<file path="config.mk">
export PLATFORM = sky130hd
export DESIGN_NAME = jpeg_header_dimension_scanner
export DESIGN_NICKNAME = d
export VERILOG_FILES = /design/src/sv/jhds_pkg.sv /design/src/sv/jhds_parser.sv /design/src/sv/jpeg_header_dimension_scanner.sv
export SDC_FILE = /design/constraint.sdc
export NUM_CORES = 1
export LEC_CHECK = 0
export ABC_AREA = 1
export BUFFER_PORTS_ARGS = -buffer_cell sky130_fd_sc_hd__buf_2
export CAP_MARGIN = 20
export CELL_PAD_IN_SITES_DETAIL_PLACEMENT = 2
export CELL_PAD_IN_SITES_GLOBAL_PLACEMENT = 2
export CORE_MARGIN = 8
export CORE_UTILIZATION = 34
export DETAILED_ROUTE_END_ITERATION = 8
export PLACE_DENSITY_LB_ADDON = 0.15
export SLEW_MARGIN = 5
export SYNTH_ARGS = -nofsm -noshare
export SYNTH_HDL_FRONTEND = slang
export SYNTH_HIERARCHICAL = 1
export SYNTH_SLANG_ARGS = --single-unit
</file>
<file path="constraint.sdc">
create_clock -name clock -period 3.5 [get_ports clock]
set_input_delay 0.35 -clock clock [delete_from_list [all_inputs] [get_ports clock]]
set_output_delay 0.35 -clock clock [all_outputs]
set_load 0.03 [all_outputs]
</file>
<file path="src/sv/jhds_pkg.sv">
// shared types, codes and marker helpers for the jpeg header dimension scanner
package jhds_pkg;

   localparam logic [7:0] MK_FF   = 8'hFF;
   localparam logic [7:0] MK_SOF0 = 8'hC0;
   localparam logic [7:0] MK_SOF1 = 8'hC1;
   localparam logic [7:0] MK_SOF9 = 8'hC9;
   localparam logic [7:0] MK_RST0 = 8'hD0;
   localparam logic [7:0] MK_RST7 = 8'hD7;
   localparam logic [7:0] MK_SOI  = 8'hD8;
   localparam logic [7:0] MK_EOI  = 8'hD9;
   localparam logic [7:0] MK_SOS  = 8'hDA;
   localparam logic [7:0] MK_TEM  = 8'h01;
   localparam logic [7:0] MK_STUFF = 8'h00;

   localparam logic [15:0] SOF_MIN_LEN = 16'd7;
   localparam logic [15:0] SEG_MIN_LEN = 16'd2;

   typedef enum logic [3:0] {
      PH_FIRST  = 4'd0,
      PH_SOI    = 4'd1,
      PH_HUNT   = 4'd2,
      PH_FILL   = 4'd3,
      PH_LEN_HI = 4'd4,
      PH_LEN_LO = 4'd5,
      PH_SKIP   = 4'd6,
      PH_PREC   = 4'd7,
      PH_H_HI   = 4'd8,
      PH_H_LO   = 4'd9,
      PH_W_HI   = 4'd10,
      PH_W_LO   = 4'd11
   } phase_type;

   typedef enum logic [2:0] {
      ST_HUFFMAN    = 3'd0,
      ST_ARITHMETIC = 3'd1,
      ST_END_MARKER = 3'd2,
      ST_NOT_JPEG   = 3'd3,
      ST_BAD_LENGTH = 3'd4
   } status_type;

   typedef struct packed {
      status_type  status;
      logic [15:0] width;
      logic [15:0] height;
      logic [7:0]  marker;
   } result_type;

   function automatic logic is_sof01(input logic [7:0] m);
      return (m == MK_SOF0) || (m == MK_SOF1);
   endfunction

   function automatic logic ends_after_length(input logic [7:0] m);
      return ((m >= 8'hC2) && (m <= 8'hCB) && (m != 8'hC4)) ||
             ((m >= 8'hCD) && (m <= 8'hCF)) || (m == MK_SOS);
   endfunction

endpackage

</file>
<file path="src/sv/jhds_parser.sv">
// marker parser state and the per-word step logic
module jhds_parser
   import jhds_pkg::*;
(
   input  logic       clock,
   input  logic       reset,
   input  logic       step,
   input  logic [7:0] data_byte,
   input  logic       file_start,
   output logic       emit,
   output result_type result
);

   phase_type   phase_ff, phase_in;
   logic        finished_ff, finished_in;
   logic [15:0] skip_ff, skip_in;
   logic [7:0]  len_hi_ff, len_hi_in;
   logic [15:0] height_ff, height_in;
   logic [7:0]  width_hi_ff, width_hi_in;
   logic [7:0]  marker_ff, marker_in;

   phase_type   phase_cur;
   logic        done_cur;
   logic [15:0] seg_len;

   assign phase_cur = file_start ? PH_FIRST : phase_ff;
   assign done_cur  = file_start ? 1'b0 : finished_ff;
   assign seg_len   = {len_hi_ff, data_byte};

   always_comb begin
      phase_in    = phase_cur;
      finished_in = done_cur;
      skip_in     = skip_ff;
      len_hi_in   = len_hi_ff;
      height_in   = height_ff;
      width_hi_in = width_hi_ff;
      marker_in   = marker_ff;
      emit        = 1'b0;
      result      = '{status: ST_HUFFMAN, width: 16'd0, height: 16'd0, marker: 8'd0};
      if (!done_cur) begin
         unique case (phase_cur)
            PH_FIRST: begin
               if (data_byte != MK_FF) begin
                  emit          = 1'b1;
                  result.status = ST_NOT_JPEG;
                  result.marker = data_byte;
               end else begin
                  phase_in = PH_SOI;
               end
            end
            PH_SOI: begin
               if (data_byte != MK_SOI) begin
                  emit          = 1'b1;
                  result.status = ST_NOT_JPEG;
                  result.marker = data_byte;
               end else begin
                  phase_in = PH_HUNT;
               end
            end
            PH_HUNT: begin
               if (data_byte == MK_FF) begin
                  phase_in = PH_FILL;
               end
            end
            PH_FILL: begin
               if (data_byte == MK_FF) begin
                  phase_in = PH_FILL;
               end else if (data_byte == MK_STUFF) begin
                  phase_in = PH_HUNT;
               end else begin
                  marker_in = data_byte;
                  if ((data_byte == MK_SOI) || (data_byte == MK_EOI)) begin
                     emit          = 1'b1;
                     result.status = ST_END_MARKER;
                     result.marker = data_byte;
                  end else if (((data_byte >= MK_RST0) && (data_byte <= MK_RST7)) ||
                               (data_byte == MK_TEM)) begin
                     phase_in = PH_HUNT;
                  end else begin
                     phase_in = PH_LEN_HI;
                  end
               end
            end
            PH_LEN_HI: begin
               len_hi_in = data_byte;
               phase_in  = PH_LEN_LO;
            end
            PH_LEN_LO: begin
               result.marker = marker_ff;
               if (is_sof01(marker_ff)) begin
                  if (seg_len < SOF_MIN_LEN) begin
                     emit          = 1'b1;
                     result.status = ST_BAD_LENGTH;
                  end else begin
                     phase_in = PH_PREC;
                  end
               end else if (seg_len < SEG_MIN_LEN) begin
                  emit          = 1'b1;
                  result.status = ST_BAD_LENGTH;
               end else if (marker_ff == MK_SOF9) begin
                  emit          = 1'b1;
                  result.status = ST_ARITHMETIC;
               end else if (ends_after_length(marker_ff)) begin
                  emit          = 1'b1;
                  result.status = ST_END_MARKER;
               end else begin
                  skip_in  = seg_len - SEG_MIN_LEN;
                  phase_in = (seg_len == SEG_MIN_LEN) ? PH_HUNT : PH_SKIP;
               end
            end
            PH_SKIP: begin
               skip_in = skip_ff - 16'd1;
               if (skip_ff == 16'd1) begin
                  phase_in = PH_HUNT;
               end
            end
            PH_PREC: begin
               phase_in = PH_H_HI;
            end
            PH_H_HI: begin
               height_in = {data_byte, 8'd0};
               phase_in  = PH_H_LO;
            end
            PH_H_LO: begin
               height_in = {height_ff[15:8], data_byte};
               phase_in  = PH_W_HI;
            end
            PH_W_HI: begin
               width_hi_in = data_byte;
               phase_in    = PH_W_LO;
            end
            PH_W_LO: begin
               emit          = 1'b1;
               result.status = ST_HUFFMAN;
               result.width  = {width_hi_ff, data_byte};
               result.height = height_ff;
               result.marker = marker_ff;
            end
            default: begin
               phase_in = PH_HUNT;
            end
         endcase
         if (emit) begin
            finished_in = 1'b1;
         end
      end
   end

   always_ff @(posedge clock) begin
      if (reset) begin
         phase_ff    <= PH_FIRST;
         finished_ff <= 1'b0;
      end else if (step) begin
         phase_ff    <= phase_in;
         finished_ff <= finished_in;
      end
   end

   always_ff @(posedge clock) begin
      if (step) begin
         skip_ff     <= skip_in;
         len_hi_ff   <= len_hi_in;
         height_ff   <= height_in;
         width_hi_ff <= width_hi_in;
         marker_ff   <= marker_in;
      end
   end

endmodule

</file>
<file path="src/sv/jpeg_header_dimension_scanner.sv">
// top level: input register, marker parser and result register
//
// jpeg header dimension scanner
// req channel: one file byte per word (req_data_byte), with req_file_start
// marking the first byte of a new file; the parser restarts on that byte.
// rsp channel: at most one word per file carrying rsp_scan_status,
// rsp_image_width, rsp_image_height and rsp_end_marker. after that word all
// bytes are dropped until the next file start.
// result path: a byte taken into the input register is parsed into the result
// register by the combinational parser step, unless it waits behind a held
// word that the receiver has not taken.
// throughput: one byte per cycle, unless a result byte waits behind a held
// word; the parser step between the two registers is combinational.
// reset: the parser waits for the FF D8 signature of a file, so the first
// file needs no start flag; both registers empty.
// receiver stall: the input register keeps taking bytes that yield no
// result; a byte that would yield one waits while an untaken word is held.
module jpeg_header_dimension_scanner
   import jhds_pkg::*;
(
   input  logic        clock,
   input  logic        reset,
   input  logic        req_valid,
   output logic        req_ready,
   input  logic [7:0]  req_data_byte,
   input  logic        req_file_start,
   output logic        rsp_valid,
   input  logic        rsp_ready,
   output logic [2:0]  rsp_scan_status,
   output logic [15:0] rsp_image_width,
   output logic [15:0] rsp_image_height,
   output logic [7:0]  rsp_end_marker
);

   logic       in_valid_ff;
   logic [7:0] in_byte_ff;
   logic       in_start_ff;
   logic       rsp_valid_ff;
   result_type rsp_ff;

   logic       emit;
   result_type result;
   logic       advance;

   assign advance   = in_valid_ff && (!emit || !rsp_valid_ff || rsp_ready);
   assign req_ready = !in_valid_ff || advance;

   jhds_parser u_parser (
      .clock      (clock),
      .reset      (reset),
      .step       (advance),
      .data_byte  (in_byte_ff),
      .file_start (in_start_ff),
      .emit       (emit),
      .result     (result)
   );

   always_ff @(posedge clock) begin
      if (reset) begin
         in_valid_ff <= 1'b0;
      end else if (req_ready) begin
         in_valid_ff <= req_valid;
      end
   end

   always_ff @(posedge clock) begin
      if (req_ready && req_valid) begin
         in_byte_ff  <= req_data_byte;
         in_start_ff <= req_file_start;
      end
   end

   always_ff @(posedge clock) begin
      if (reset) begin
         rsp_valid_ff <= 1'b0;
      end else if (advance && emit) begin
         rsp_valid_ff <= 1'b1;
      end else if (rsp_ready) begin
         rsp_valid_ff <= 1'b0;
      end
   end

   always_ff @(posedge clock) begin
      if (advance && emit) begin
         rsp_ff <= result;
      end
   end

   assign rsp_valid        = rsp_valid_ff;
   assign rsp_scan_status  = rsp_ff.status;
   assign rsp_image_width  = rsp_ff.width;
   assign rsp_image_height = rsp_ff.height;
   assign rsp_end_marker   = rsp_ff.marker;

`ifndef SYNTHESIS
   // dimensions only come with a huffman frame header
   a_dims_only_huffman: assert property (@(posedge clock) disable iff (reset)
      rsp_valid_ff && (rsp_ff.status != ST_HUFFMAN) |->
         (rsp_ff.width == 16'd0) && (rsp_ff.height == 16'd0))
      else $error("dimensions reported without a huffman frame header");

   a_huffman_marker: assert property (@(posedge clock) disable iff (reset)
      rsp_valid_ff && (rsp_ff.status == ST_HUFFMAN) |->
         (rsp_ff.marker == MK_SOF0) || (rsp_ff.marker == MK_SOF1))
      else $error("huffman status with a marker other than sof0 or sof1");

   // the input side stalls only behind an untaken result word
   a_stall_cause: assert property (@(posedge clock) disable iff (reset)
      in_valid_ff && !req_ready |-> rsp_valid_ff && !rsp_ready && emit)
      else $error("input stalled without a held result word");
`endif

endmodule

</file>
# [Word level (Yosys, flattened, before mapping)]
# Cells that the tools add are included.
[op_classes] add_sub_neg=2 n_lt_le_gt_ge=8 eq_ne=28 muxes=58 bitwise=5 reduce_logical=31
[op_table] cell="$mux W16" count=4
[op_table] cell="$pmux W16 S2" count=2
[op_table] cell="$eq A8 B8 Y1 const B" count=7
[op_table] cell="$mux W4" count=14
[op_table] cell="$pmux W4 S12" count=1
[op_table] cell="$mux W8" count=5
[op_table] cell="$pmux W8 S4" count=1
[op_table] cell="$ge A8 B8 Y1 const B" count=3
[op_table] cell="$le A8 B8 Y1 const B" count=3
[op_table] cell="$mux W3" count=8
[op_table] cell="$ne A8 B8 Y1 const B" count=3
[op_table] cell="$mux W1" count=17
[op_table] cell="$eq A16 B1 Y1 const B" count=1
[op_table] cell="$eq A16 B2 Y1 const B" count=1
[op_table] cell="$eq A4 B3 Y1 const B" count=4
[op_table] cell="$eq A4 B4 Y1 const B" count=4
[op_table] cell="$lt A16 B2 Y1 const B" count=1
[op_table] cell="$lt A16 B3 Y1 const B" count=1
[op_table] cell="$sub A16 B1 Y16 const B" count=1
[op_table] cell="$sub A16 B2 Y16 const B" count=1
[op_table] cell="$pmux W3 S4" count=1
[op_table] cell="$reduce_and A3 Y1" count=3
[op_table] cell="$eq A4 B2 Y1 const B" count=2
[op_table] cell="$eq A8 B1 Y1 const B" count=1
[op_table] cell="15 further kinds" count=43
[word_totals] register_bits=115 input_bits=13 elab_cells=148

# [Depth between registers and ports, before layout]
[logic_depth] depth_word=18 depth_mapped=16

# [Modules after synthesis]
# The synthesis kept the hierarchy.
[modules_own_cells] module="jhds_parser" n_inst=1 cells_each=481 area_each_um2=3774.9 seq_area_each_um2=1781.7
[modules_own_cells] module="jpeg_header_dimension_scanner" n_inst=1 cells_each=70 area_each_um2=1680.4 seq_area_each_um2=1601.5

# [Worst setup path before layout]
# OpenSTA, ideal clock, no wires.
[synth_path] path_type="reg-to-reg" startpoint="register in_byte_ff[1]" endpoint="register u_parser.skip_ff[0] (enable)" arrival_ns=3.136 required_time_ns=3.086 setup_slack_ns=-0.050 path_stages_with_launch=13 path_buffers=0 path_cell_list="edfxtp_1 > nand3_2 > nor3_4 > inv_2 > nand2_1 > nand3_2 > clkinv_1 > a31oi_1 > a31oi_1 > inv_1 > nor2_1 > inv_2 > a211oi_1"
[synth_between] elab_chain_cells=13 word_cells_on_any_way=26 cone_classes="2 x order compare; 6 x eq/ne; 11 x mux; 7 x reduce/logical"
[synth_rtl] element="start, declared" line_no="jpeg_header_dimension_scanner.sv:36" source="logic [7:0] in_byte_ff;"
[synth_rtl] element="start signal, assigned" line_no="jpeg_header_dimension_scanner.sv:68" source="in_byte_ff <= req_data_byte;"
[synth_rtl] element="branches (longest 5 deep; another with $lt A16 B2 Y1)"
[synth_rtl] element="$pmux W1 S5 (*)" line_no="jhds_parser.sv:41" source="unique case (phase_cur)"
[synth_rtl] element="$mux W1 (*) (2 in series)" line_no="jhds_parser.sv:40" source="if (!done_cur) begin"
[synth_rtl] element="net emit" line_no="jpeg_header_dimension_scanner.sv:41" source="logic emit;"
[synth_rtl] element="$logic_not A1 Y1 (*)" line_no="jpeg_header_dimension_scanner.sv:45" source="assign advance = in_valid_ff && (!emit || !rsp_valid_ff || rsp_ready);"
[synth_rtl] element="$logic_or A1 B1 Y1 (*) (2 in series)" line_no="jpeg_header_dimension_scanner.sv:45"
[synth_rtl] element="$logic_and A1 B1 Y1 (*)" line_no="jpeg_header_dimension_scanner.sv:45"
[synth_rtl] element="net advance" line_no="jpeg_header_dimension_scanner.sv:43" source="logic advance;"
[synth_rtl] element="$reduce_and A7 Y1 (no line) (*)"
[synth_rtl] element="end signal, assigned" line_no="jhds_parser.sv:161" source="skip_ff <= skip_in;"
[synth_rtl] element="end, declared" line_no="jhds_parser.sv:16" source="logic [15:0] skip_ff, skip_in;"
# Mark *: on every way through the listed nets, which the timed path passes. The select of a mux whose other input is x is not followed.
# A chain may end at the register's enable or synchronous reset.

# [Final worst setup path]
[layout_path] startpoint="register in_start_ff" endpoint="register u_parser.skip_ff[9] (enable)"
[layout_between] elab_chain_cells=10 word_cells_on_any_way=22 cone_classes="9 x eq/ne; 5 x mux; 1 x bitwise; 7 x reduce/logical"
[layout_rtl] element="start, declared" line_no="jpeg_header_dimension_scanner.sv:37" source="logic in_start_ff;"
[layout_rtl] element="start signal, assigned" line_no="jpeg_header_dimension_scanner.sv:69" source="in_start_ff <= req_file_start;"
[layout_rtl] element="$mux W4" line_no="jhds_parser.sv:26" source="assign phase_cur = file_start ? PH_FIRST : phase_ff;"
[layout_rtl] element="$eq A4 B4 Y1 (tied with other cells)" line_no="jhds_parser.sv:41"
[layout_rtl] element="$pmux W1 S5" line_no="jhds_parser.sv:41"
[layout_rtl] element="$mux W1" line_no="jhds_parser.sv:40"
[layout_rtl] element="$mux W1 (*)" line_no="jhds_parser.sv:40"
[layout_rtl] element="net emit" line_no="jpeg_header_dimension_scanner.sv:41"
[layout_rtl] element="$logic_not A1 Y1 (*)" line_no="jpeg_header_dimension_scanner.sv:45"
[layout_rtl] element="$logic_or A1 B1 Y1 (*) (2 in series)" line_no="jpeg_header_dimension_scanner.sv:45"
[layout_rtl] element="$logic_and A1 B1 Y1 (*)" line_no="jpeg_header_dimension_scanner.sv:45"
[layout_rtl] element="net advance" line_no="jpeg_header_dimension_scanner.sv:43"
[layout_rtl] element="$reduce_and A7 Y1 (no line) (*)"
# The timed path passes the listed nets; every way through them passes the cells marked *. The select of a mux whose other input is x is not followed.

==> results.txt <==
----------------------------------------------------
[Clocking]
  Total clock buffers created by CTS ... 17
  Clock Latency Late Sink ... 0.42 ns
  Register clock-pin slew on the reported worst setup and hold paths ... ~0.060 ns
  Number of post-CTS setup repair buffers ... 0
  Clock Path Buffers ... 2
  Master cell of the clock root buffer ... clkbuf_16
  H-Tree Depth ... 4
  Number of clock sinks seen by CTS ... between 100 and 150
  Hold-fix buffers at CTS ... 0
  TritonCTS clock tree ... built

[GRT]
  Vias in the first global route ... between 4000 and 5000
  First-pass GRT wire length ... between 20000 and 30000 um
  Maximum number of pins on one net before global-route repair ... 44
  Antenna violations before repair ... 0
  Total global routing overflow ... 0
  Tot GR Track Use ... 0.186

[Finish]
  Fraction of final layout cells sized beyond drive strength 1 ... 0.225
  Commonest cells after routing, fill and taps aside ... 109 x nand2_1, 108 x edfxtp_1, 94 x nor2_1
  Final instance area ... around 6700 um^2
  # nets final ... 653
  Commonest non-fill, non-tap cell in the layout ... nand2_1
  Number of diodes added for antenna fixing ... 0
  Cell Count, Final, Fillers Out ... between 800 and 900
  Area growth, synth to finish ... 22.5%

[Power and ir drop]
  Leakage power summed over all cells ... 2.74 nW
  Total power divided by cell area ... roughly 500 nW/um^2
  Relative contribution of the clock network to total power ... 0.473
  Worst vdd ir ... about 0.00034 V
  Fraction of power consumed by combinational cells ... 0.068
  Internal power of the cells ... 2.57 mW
  Switch share ... 0.244
  NetSw ... 0.830 mW
  Proportion of power drawn by flip-flops and latches ... 0.459

[Floorplanning]
  Initial core utilization ... 0.346
  Top Ports ... 58
  Die X ... approximately 140 um
  Row count ... 46
  Total die area ... 20400 um^2
  Die height ... between 100 and 150 um
  Floorplan Core Area ... 15800 um^2

[Synth]
  Mapped Cells ... 551
  Synth Warn # ... 6
  Number of distinct library cells after synthesis ... 39
  Share of flip-flops with an asynchronous set or reset after synthesis ... 0
  Avg Cell Area, Syn ... ~9.9 um^2
  Fraction of the yosys area taken by sequential cells ... 0.620
  Primary flip-flop cell chosen by synthesis mapping ... edfxtp_1
  #FFs+latches synth ... 115
  Cell Area, Synth ... 5460 um^2
  Total nets after synthesis ... 568
  Number of enable flip-flop cells after synthesis ... about 110

[Route]
  Number of antenna-violating nets in the routed design ... 0
  DRC violations left ... 0
  Starting DRT DRC Count ... 243
  Total wirelength of the detailed-routed design ... 18000 um
  DR WL/cell ... 20.8 um
  Average via count per standard cell ... 5.02
  Number of vias in the routed layout ... 4345
  Number of search-and-repair iterations in the first detailed-routing pass ... 4

[Setup path]
  Type of destination of the critical path ... flop
  Reg-to-reg setup timing slack ... 0.25 ns
  Worst endpoint required time ... around 3.6 ns
  Data arrival time at the worst-slack endpoint ... 3.35 ns
  CP Cell Sequence ... inv_2, nand2_1, nand2_1, nor2_1, nand2_1, nand3_2, clkinv_1, a31oi_1, a31oi_1, inv_1, nor2_1, inv_2, buf_4, a211oi_2, buf_4
  Type of the setup path with the least slack ... reg -> reg
  Slowest Stage Delay on Critical Path ... about 0.43 ns
  Slowest stage cell, crit path ... edfxtp_1
  Startpoint type of the worst setup path ... flop
  Number of cells traversed by the worst register-to-register path ... 15
  Cell mode on critical path ... nand2_1
  Worst Path Max Fanout ... 16

[STA]
  Achievable clock frequency ... 308 MHz
  Setup clock skew after layout ... 0.00904 ns
  Tightest slew margin relative to the limit ... 0.517
  Count of final hold-check violations ... 0
  Unrepaired setup endpoints after global routing ... no
  Final-report setup violation count ... 0
  Setup TNS ... 0 ns
  Shortest period the worst path allows ... 3.25 ns
  Slew @ Worst Pin ... 0.720 ns
  Max-slew violation count ... 0
  Final worst path period share ... 0.928

[Hold path]
  Worst hold path cell count ... 1
  Worst hold-check path type ... in -> reg

[Run]
  Number of max-cap violations ... 0

[Place]
  Port buffer count ... 57
  Post-detail-place hpwl ... around 14000 um
  Total placed cells including tap cells ... 833
  Post-place instance area ... 6130 um^2
  Global placement routability congestion ... 0.859

[Run status]
  Status ... complete, no violations

----------------------------------------------------
## critical path: cells and delay by family (launching register included)
| family | cells | cell delay, ns |
|---|---|---|
| flops | 1 | 0.43 |
| simple gates | 6 | 0.90 |
| compound gates | 3 | 0.65 |
| buf+inv | 6 | 0.92 |
## stage by stage
stage               total power [mW]   util  hold WS (ns)  worst slack (ns)
global placement                1.81  0.388         0.492             0.383
CTS                             3.44  0.423        0.0900             0.114
floorplan                       1.72      -         0.412             0.499
global route                    3.51  0.424        0.0869            0.0111
finish                          3.40  0.424         0.110             0.252
detailed placement              1.82  0.388         0.519            0.0805
## path summary, 6_finish.rpt
path                         from                    to
max                   in_start_ff   u_parser/skip_ff[9]
min                req_file_start           in_start_ff
max reg2reg           in_start_ff   u_parser/skip_ff[9]
min reg2reg  u_parser/phase_ff[3]  u_parser/phase_ff[3]
## kinds of logic (layout without fill, tap and decap cells)
| group | count (synthesis) | in the layout | share of synthesized area |
|---|---|---|---|
| buffers and inverters | 80 | 178 | 0.0571 |
| AOI/OAI and AO/OA | 66 | 66 | 0.0722 |
| DFF | 115 | 115 | 0.620 |
| xor gates and xnor gates | 10 | 10 | 0.0161 |
| adders and majority gates | 4 | 4 | 0.00917 |
| and+or+nand+nor | 276 | 276 | 0.225 |
## registers in the layout (all words and copies together) (netlist names)
register / flops
in_byte_ff: 8
in_start_ff: 1
in_valid_ff: 1
rsp_end_marker: 8
rsp_image_height: 16
rsp_image_width: 16
rsp_scan_status: 3
rsp_valid: 1
u_parser/finished_ff: 1
u_parser/height_ff: 16
u_parser/len_hi_ff: 8
u_parser/marker_ff: 8
u_parser/phase_ff: 4
u_parser/skip_ff: 16
u_parser/width_hi_ff: 8
## layer usage
layer	wire length, um	vias up	global-route usage
li1	-	2041	-
met1	8050	2188	0.235
met2	8970	97	0.309
met3	790	19	0.0474
met4	158	0	0.0487
met5	0	-	0
## Yosys cell counts (2+ instances only)
cell type	instances	area (um^2)
nand2_2	2	12.5
o21ai_0	20	100
clkbuf_1	7	26.3
o21ai_1	4	20.0
a22oi_1	3	22.5
nand4_1	7	43.8
nand3_2	2	20.0
inv_1	56	210
o22ai_1	2	12.5
nor4_1	2	12.5
ha_1	4	50.1
a32oi_1	5	43.8
buf_2	3	15.0
xor2_1	4	35.0
nor2_2	5	31.3
a21oi_2	4	35.0
nand3_1	20	100
xnor2_1	6	52.6
nand2_4	4	45.0
nor2_1	96	360
edfxtp_1	108	3240
nor2_4	3	33.8
nand4_2	2	25.0
nor3_1	21	105
a31oi_1	4	25.0
nand2_1	109	409
inv_2	12	45.0
dfxtp_1	7	140
a21oi_1	19	95.1
## cell type report
type	count	area, um^2
fillers	1728	9090
clock buffers	19	433
repair buffers	77	448
well taps	216	270
inverters	69	259
multi-input cells	356	1780
clock inverters	13	111
flip-flops and latches	115	3380
## power groups by stage
stage	logic, mW	clock network, mW	registers [mW]
after floorplan	0.0880	0	1.64
after CTS	0.235	1.65	1.56
after global routing	0.250	1.70	1.57
final	0.231	1.61	1.56
after detailed placement	0.232	0	1.59
after global placement	0.224	0	1.59
## what timing repair did
item,4_1_cts,5_1_grt
setup endpoints to repair,8,16
pin swaps,0,0
gates resized for setup,1,2
Power figures use the tool's default switching activity.
